[config.mk]
export PLATFORM = sky130hd
export DESIGN_NAME = sync_length_frame_parser_core
export DESIGN_NICKNAME = d
export VERILOG_FILES = /design/src/rtl/slfp_pkg.sv /design/src/rtl/slfp_step.sv /design/src/rtl/slfp_outbuf.sv /design/src/rtl/sync_length_frame_parser_core.sv
export SDC_FILE = /design/constraint.sdc
export NUM_CORES = 1
export LEC_CHECK = 0
export ABC_AREA = 0
export BUFFER_PORTS_ARGS = -buffer_cell sky130_fd_sc_hd__buf_4
export CAP_MARGIN = 10
export CORE_ASPECT_RATIO = 0.8
export CORE_MARGIN = 2
export CORE_UTILIZATION = 45
export DETAILED_ROUTE_END_ITERATION = 6
export SETUP_SLACK_MARGIN = 0.2
export SLEW_MARGIN = 40
export SYNTH_ARGS = -nofsm -noshare
export SYNTH_HDL_FRONTEND = slang
export SYNTH_SLANG_ARGS = --single-unit
[constraint.sdc]
create_clock -name clk -period 5.21 [get_ports clk]
set_input_delay 0.2605 -clock clk [delete_from_list [all_inputs] [get_ports clk]]
set_output_delay 0.2605 -clock clk [all_outputs]
set_load 0.01 [all_outputs]
[src/rtl/slfp_pkg.sv]
// ----------------------------------------------------------------------------
// slfp_pkg
// Shared types and constants for the sync/length frame parser.
// ----------------------------------------------------------------------------
`default_nettype none

package slfp_pkg;

	// byte and field widths
	localparam int unsigned BYTE_W  = 8;
	localparam int unsigned PHASE_W = 3;
	localparam int unsigned CFG_IDX_W = 1;

	// configuration register indexes
	localparam logic [CFG_IDX_W-1:0] CFG_SYNC_FIRST  = 1'b0;
	localparam logic [CFG_IDX_W-1:0] CFG_SYNC_SECOND = 1'b1;

	// configuration reset values
	localparam logic [BYTE_W-1:0] SYNC_FIRST_RST  = 8'd97;   // 'a'
	localparam logic [BYTE_W-1:0] SYNC_SECOND_RST = 8'd102;  // 'f'
	localparam logic [BYTE_W-1:0] NO_ACTION       = 8'd78;   // 'N'

	// parse phases
	localparam logic [PHASE_W-1:0] PH_HUNT    = 3'd0;
	localparam logic [PHASE_W-1:0] PH_SYNC2   = 3'd1;
	localparam logic [PHASE_W-1:0] PH_ACTION  = 3'd2;
	localparam logic [PHASE_W-1:0] PH_LENGTH  = 3'd3;
	localparam logic [PHASE_W-1:0] PH_PAYLOAD = 3'd4;

	// parser state carried between words
	typedef struct packed {
		logic [PHASE_W-1:0] phase;
		logic [BYTE_W-1:0]  remaining;
		logic [BYTE_W-1:0]  received;
		logic [BYTE_W-1:0]  action;
	} state_t;

	// one result word
	typedef struct packed {
		logic              action_valid;
		logic [BYTE_W-1:0] action_code;
		logic              data_valid;
		logic [BYTE_W-1:0] data_byte;
		logic [BYTE_W-1:0] data_index;
		logic [BYTE_W-1:0] data_count;
		logic              frame_done;
	} result_t;

endpackage

`default_nettype wire

[src/rtl/slfp_step.sv]
// ----------------------------------------------------------------------------
// slfp_step
// Next-state and result logic for one received byte.
// ----------------------------------------------------------------------------
`default_nettype none

module slfp_step (
	input  wire slfp_pkg::state_t          cur,
	input  wire [slfp_pkg::BYTE_W-1:0]     in_byte,
	input  wire [slfp_pkg::BYTE_W-1:0]     sync_first,
	input  wire [slfp_pkg::BYTE_W-1:0]     sync_second,
	output slfp_pkg::state_t               nxt,
	output slfp_pkg::result_t              res
);

	logic has_left;
	logic last_byte;

	// payload bookkeeping
	assign has_left  = (cur.remaining != '0);
	assign last_byte = (cur.remaining <= 8'd1);

	// phase decode
	always_comb begin
		nxt = cur;
		res = '0;
		case (cur.phase)
			slfp_pkg::PH_HUNT: begin
				if (in_byte == sync_first) nxt.phase = slfp_pkg::PH_SYNC2;
			end
			slfp_pkg::PH_SYNC2: begin
				// a wrong second sync is ignored, keep waiting
				if (in_byte == sync_second) nxt.phase = slfp_pkg::PH_ACTION;
			end
			slfp_pkg::PH_ACTION: begin
				nxt.action       = in_byte;
				res.action_valid = 1'b1;
				nxt.phase        = slfp_pkg::PH_LENGTH;
			end
			slfp_pkg::PH_LENGTH: begin
				nxt.remaining = in_byte;
				nxt.received  = '0;
				if (in_byte == '0) begin
					res.frame_done = 1'b1;
					nxt.phase      = slfp_pkg::PH_HUNT;
				end else begin
					nxt.phase = slfp_pkg::PH_PAYLOAD;
				end
			end
			slfp_pkg::PH_PAYLOAD: begin
				if (has_left) begin
					res.data_valid = 1'b1;
					res.data_byte  = in_byte;
					res.data_index = cur.received;
					nxt.received   = cur.received + 8'd1;
					nxt.remaining  = cur.remaining - 8'd1;
				end
				if (last_byte) begin
					res.frame_done = 1'b1;
					nxt.phase      = slfp_pkg::PH_HUNT;
				end
			end
			default: begin
				nxt.phase = slfp_pkg::PH_HUNT;
			end
		endcase
		res.action_code = nxt.action;
		res.data_count  = nxt.received;
	end

endmodule

`default_nettype wire

[src/rtl/slfp_outbuf.sv]
// ----------------------------------------------------------------------------
// slfp_outbuf
// Two-entry result buffer: output register plus skid register.
// ----------------------------------------------------------------------------
`default_nettype none

module slfp_outbuf (
	input  wire                      clk,
	input  wire                      arst_n,
	input  wire                      push,
	input  wire slfp_pkg::result_t   push_data,
	output logic                     full,
	output logic                     out_valid,
	input  wire                      out_stall,
	output slfp_pkg::result_t        out_data
);

	logic              main_valid_q;
	logic              skid_valid_q;
	slfp_pkg::result_t main_q;
	slfp_pkg::result_t skid_q;
	logic              pop;

	assign pop       = main_valid_q & ~out_stall;
	assign out_valid = main_valid_q;
	assign out_data  = main_q;
	assign full      = skid_valid_q;

	// occupancy
	always_ff @(posedge clk or negedge arst_n) begin
		if (!arst_n) begin
			main_valid_q <= 1'b0;
			skid_valid_q <= 1'b0;
		end else if (skid_valid_q) begin
			if (pop) skid_valid_q <= 1'b0;
		end else if (push) begin
			main_valid_q <= 1'b1;
			if (main_valid_q && !pop) skid_valid_q <= 1'b1;
		end else if (pop) begin
			main_valid_q <= 1'b0;
		end
	end

	// payload
	always_ff @(posedge clk) begin
		if (skid_valid_q) begin
			if (pop) main_q <= skid_q;
		end else if (push) begin
			if (!main_valid_q || pop) main_q <= push_data;
			else skid_q <= push_data;
		end
	end

endmodule

`default_nettype wire

[src/rtl/sync_length_frame_parser_core.sv]
// ----------------------------------------------------------------------------
// sync_length_frame_parser_core
// Deframer for sync, sync, action, length, payload byte streams.
// ----------------------------------------------------------------------------
// Input channel: one received byte per word on in_byte, in_valid/in_stall.
// Output channel: one result word per input word, out_valid/out_stall,
// reporting action capture, payload byte with index, running payload count
// and frame completion.
// Config: cfg_we writes cfg_data into sync_first (index 0) or sync_second
// (index 1); write only while no word is in flight.
// Output: the result of an accepted byte is registered in the output buffer before it is shown.
// Throughput: one byte per cycle while in_stall is low; the parser state update is a single
// compare/increment step between the state registers.
// Reset: phase returns to hunting, counts clear, action code reads 'N',
// sync bytes return to 'a' and 'f'; no words are held.
// Stall: results queue in a two-entry buffer; in_stall rises only when both
// entries are full, so one more byte is taken while a result waits.
// ----------------------------------------------------------------------------
`default_nettype none

module sync_length_frame_parser_core (
	input  wire                                clk,
	input  wire                                arst_n,
	input  wire                                cfg_we,
	input  wire [slfp_pkg::CFG_IDX_W-1:0]      cfg_index,
	input  wire [slfp_pkg::BYTE_W-1:0]         cfg_data,
	input  wire                                in_valid,
	output logic                               in_stall,
	input  wire [slfp_pkg::BYTE_W-1:0]         in_byte,
	output logic                               out_valid,
	input  wire                                out_stall,
	output logic                               action_valid,
	output logic [slfp_pkg::BYTE_W-1:0]        action_code,
	output logic                               data_valid,
	output logic [slfp_pkg::BYTE_W-1:0]        data_byte,
	output logic [slfp_pkg::BYTE_W-1:0]        data_index,
	output logic [slfp_pkg::BYTE_W-1:0]        data_count,
	output logic                               frame_done
);

	logic [slfp_pkg::BYTE_W-1:0] sync_first_q;
	logic [slfp_pkg::BYTE_W-1:0] sync_second_q;
	slfp_pkg::state_t            state_q;
	slfp_pkg::state_t            state_nxt;
	slfp_pkg::result_t           res_nxt;
	slfp_pkg::result_t           res_out;
	logic                        accept;
	logic                        buf_full;

	assign in_stall = buf_full;
	assign accept   = in_valid & ~buf_full;

	// configuration registers
	always_ff @(posedge clk or negedge arst_n) begin
		if (!arst_n) begin
			sync_first_q  <= slfp_pkg::SYNC_FIRST_RST;
			sync_second_q <= slfp_pkg::SYNC_SECOND_RST;
		end else if (cfg_we) begin
			case (cfg_index)
				slfp_pkg::CFG_SYNC_FIRST:  sync_first_q  <= cfg_data;
				slfp_pkg::CFG_SYNC_SECOND: sync_second_q <= cfg_data;
				default: ;
			endcase
		end
	end

	// parser state
	always_ff @(posedge clk or negedge arst_n) begin
		if (!arst_n) begin
			state_q.phase     <= slfp_pkg::PH_HUNT;
			state_q.remaining <= '0;
			state_q.received  <= '0;
			state_q.action    <= slfp_pkg::NO_ACTION;
		end else if (accept) begin
			state_q <= state_nxt;
		end
	end

	slfp_step u_step (
		.cur         (state_q),
		.in_byte     (in_byte),
		.sync_first  (sync_first_q),
		.sync_second (sync_second_q),
		.nxt         (state_nxt),
		.res         (res_nxt)
	);

	slfp_outbuf u_outbuf (
		.clk       (clk),
		.arst_n    (arst_n),
		.push      (accept),
		.push_data (res_nxt),
		.full      (buf_full),
		.out_valid (out_valid),
		.out_stall (out_stall),
		.out_data  (res_out)
	);

	// result fields
	assign action_valid = res_out.action_valid;
	assign action_code  = res_out.action_code;
	assign data_valid   = res_out.data_valid;
	assign data_byte    = res_out.data_byte;
	assign data_index   = res_out.data_index;
	assign data_count   = res_out.data_count;
	assign frame_done   = res_out.frame_done;

endmodule

`default_nettype wire

==> results by group <==
GRT
  – GR met2 Demand/Resource: 27.9%
  – Vias in the first global route: 3505
  – First-pass GRT wire length: 19100 µm
  – Largest net degree at the start of global routing: 46
  – Busiest layer in global routing: met1
  – Met3 Use GR: 4.54%
  – Initial antenna violation count: 0
  – Met1 Usage GRT: 28.4%
  – Gr ovfl total: 0
  – GRT Util Overall: 19.4%

Clock tree
  – Root buf cell: clkbuf_16
  – Clock Tree Buf Depth: 2
  – Post_cts resized: 0
  – CTS tree: yes
  – Clk slew on worst S/H paths: 0.06 ns
  – Sink Count: 115
  – CTS H-tree depth: 4
  – Clk Latency, worst-skew pair: 0.41 ns
  – CTS Buf Count: 17

Detailed routing
  – Detailed Route Iter0 Violations: 377
  – DRC Markers: 0
  – DR vias/cell: 5.58
  – Via count: 3508
  – Post-DRT Antenna Nets: 0
  – Per-cell routed wire length: 18.4 µm
  – Routed wire length: 11600 µm
  – Drt pass-1 iters: 4

Timing
  – Fin crit share: 51.8%
  – TNS Setup: 0 ns
  – Endpoints failing setup: 0
  – Max-slew violation count: 0
  – Worst slew pin tran: 0.737 ns
  – RSZ-0062 raised after global routing: false
  – Min Tclk post-route: 2.70 ns
  – Final Hold Violating Endpoints: 0
  – Fin Hold WS: 0.0980 ns
  – Max-Slew Margin vs Limit: 50.4%
  – Layout Skew: 0.0104 ns
  – Max Clock Freq: 0.370 GHz

Yosys
  – Post-synthesis cell count: 406
  – Predominant post-synthesis flop cell: edfxtp_1
  – Post-synth EDFFs: 70
  – #FFs+latches synth: 115
  – Count of unique library cells instantiated by Yosys: 55
  – Seq/Total Area, Yosys: 60.9%
  – Syn avg cell area: 13.1 µm²
  – Yosys warning total: 0
  – Async SR Flop Fraction: 39.1%
  – Synthesized area: 5330 µm²
  – Mapped Nets: 433

Floorplan
  – Num rows: 35
  – Die Wd: 126 µm
  – DIE HEIGHT: 101 µm
  – Die area: 12700 µm²
  – I/O pins: 59
  – Core footprint: 11500 µm²
  – Initial core utilization: 46.2%

Critical path
  – Required @ worst endpoint: 5.37 ns
  – Crit-path max FO: 24
  – CP startpoint kind: flop
  – Cells along the critical path: inv_1, ha_1, or3b_2, o21ai_4, inv_2, and2_4, mux2_2
  – Worst stage delay on the critical path: 0.53 ns
  – Crit Path Class: reg2reg
  – Critical path's top delay family: simple AND/OR/NAND/NOR gates
  – CP max-delay cell: or3b_2
  – Crit path arrival time: 2.86 ns
  – CP endpoint kind: flop
  – WP buf/inv: 2

Layout
  – Post-route cell area: 6500 µm²
  – # nets final: 495
  – ANT cells: 0
  – Final cell count without fillers: 629
  – Layout area overhead: 22.0%
  – # fillers: 959
  – Share of layout cells above drive strength 1: 37.4%

Placement
  – Dpl cell area: 5910 µm²
  – I/O Buffers: 58
  – Placed cell count: 596
  – Routability congestion estimate from global placement: 0.856
  – DPL Wire Length: 7480 µm

Flow run
  – Max Cap Violations: 0

Pwr
  – Int Power: 2340 µW
  – Leakage: 0.00256 µW
  – Max VDD drop: 256 µV
  – Switching Share: 29.6%
  – Clk pwr share: 34.0%
  – Cell area power density: 511 nW/µm²
  – Reg power frac: 41.9%
  – Logic pwr share: 24.1%
  – Switching power: 985 µW

Worst hold path
  – Hold crit path type: in2reg

Status
  – Outcome: finished, final reports clean
[logic make-up (layout without fill, tap and decap cells)]
family,after synthesis,count (layout),share of synthesized area [%]
AOI/OAI and AO/OA,61,61,8.60
xor gates and xnor gates,16,16,2.63
adders and majority gates,5,5,1.17
buffers and inverters,29,104,2.42
DFF,115,115,60.9
muxes,58,58,12.2
and+or+nand+nor,122,122,12.1
[placed cells by master, fill, tap and decap left out, drive strengths merged, types with 3 or more instances in the layout]
cell	count
o21ai	8
o211ai	4
ha	5
nor4	7
o2bb2ai	5
dfrtp	34
mux2i	4
nand3	4
o311ai	3
a221o	3
and2	16
inv	9
nor2	14
nand4	3
nand2	52
a22o	4
nor3	4
mux2	54
clkinvlp	3
clkbuf	19
or3b	3
nor3b	3
a31oi	9
clkinv	7
a21oi	8
or4	4
xor2	8
o31ai	5
o2111ai	3
buf	63
edfxtp	70
xnor2	8
dfstp	11
[power by group through the flow]
stage / registers (µW) / clock network, µW / logic, µW
finish: 1390 / 1130 / 801
global route: 1420 / 1190 / 877
CTS: 1390 / 1150 / 813
detailed placement: 1400 / 0 / 808
global placement: 1400 / 0 / 802
floorplan: 1420 / 0 / 428
[cell usage after synthesis (all sizes together), types with 4 or more instances]
master	n	area, µm²
a21oi	8	40.0
a22o	4	35.0
a31oi	9	56.3
and2	16	128
buf	9	53.8
clkbuf	12	45.0
dfrtp	34	851
dfstp	11	289
edfxtp	70	2100
ha	5	62.6
inv	8	30.0
mux2	54	608
mux2i	4	40.0
nand2	52	195
nand3	4	20.0
nor2	14	52.6
nor3	4	20.0
nor4	7	43.8
o211ai	4	30.0
o21ai	8	55.1
o2bb2ai	5	43.8
o31ai	5	37.5
or4	4	30.0
xnor2	8	70.1
xor2	8	70.1
[repair_timing]
| item | CTS | global route |
|---|---|---|
| endpoints found under the hold margin | 34 | 0 |
| buffers inserted | 0 | 0 |
| hold buffers | 1 | 0 |
[sequential cells by signal, indices dropped and copies added, names as in the netlist]
signal and cells:
u_outbuf.skid_q 35, sync_first_q 8, u_outbuf.full 1, state_q 27, u_outbuf.out_valid 1, sync_second_q 8
u_outbuf.out_data 35
[through the flow]
step | util, % | total power [µW] | setup WS [ns]
4_1_cts | 56.4 | 3350 | 2.53
5_1_grt | 56.4 | 3490 | 2.32
6_report | 56.4 | 3320 | 2.51
3_5_place_dp | 51.3 | 2210 | 2.53
2_1_floorplan | - | 1850 | 1.88
3_3_place_gp | 51.2 | 2200 | 2.60
[layout make-up]
cell class              count  area (µm²)  share of cell area [%]
flip-flops and latches    115        3240                    49.9
multi-input cells         262        1980                    30.5
repair buffers             64         483                    7.43
clock buffers              19         443                    6.82
well taps                 148         185                    2.85
clock inverters            13         135                    2.08
inverters                   8        30.0                   0.462
[final timing paths]
| kind | to | startpoint | cells after the start | slack [ns] |
|---|---|---|---|---|
| min in group asynchronous | sync_second_q[4] | arst_n | 2 | 0.42 |
| min reg2reg | state_q[3] | state_q[3] | 2 | 0.46 |
| max reg2reg | u_outbuf.out_data[19] | state_q[17] | 7 | 2.51 |
| max | u_outbuf.out_data[19] | state_q[17] | 7 | 2.51 |
| min | sync_first_q[3] | cfg_data[3] | 2 | 0.1 |
| max in group asynchronous | u_outbuf.out_valid | arst_n | 2 | 4.39 |
[worst reg2reg max path, stage by stage (launching register included)]
cell and delay [ns]:
dfrtp_1 0.41, inv_1 0.12, ha_1 0.20, or3b_2 0.53, o21ai_4 0.36, inv_2 0.30
and2_4 0.28, mux2_2 0.26
[routing by layer]
layer,wire length [µm],share of wire (%)
met5,0,0
met4,215,1.9
met1,5710,49
met3,676,5.8
met2,4970,43
No activity file was read; power rests on OpenSTA's default activity.
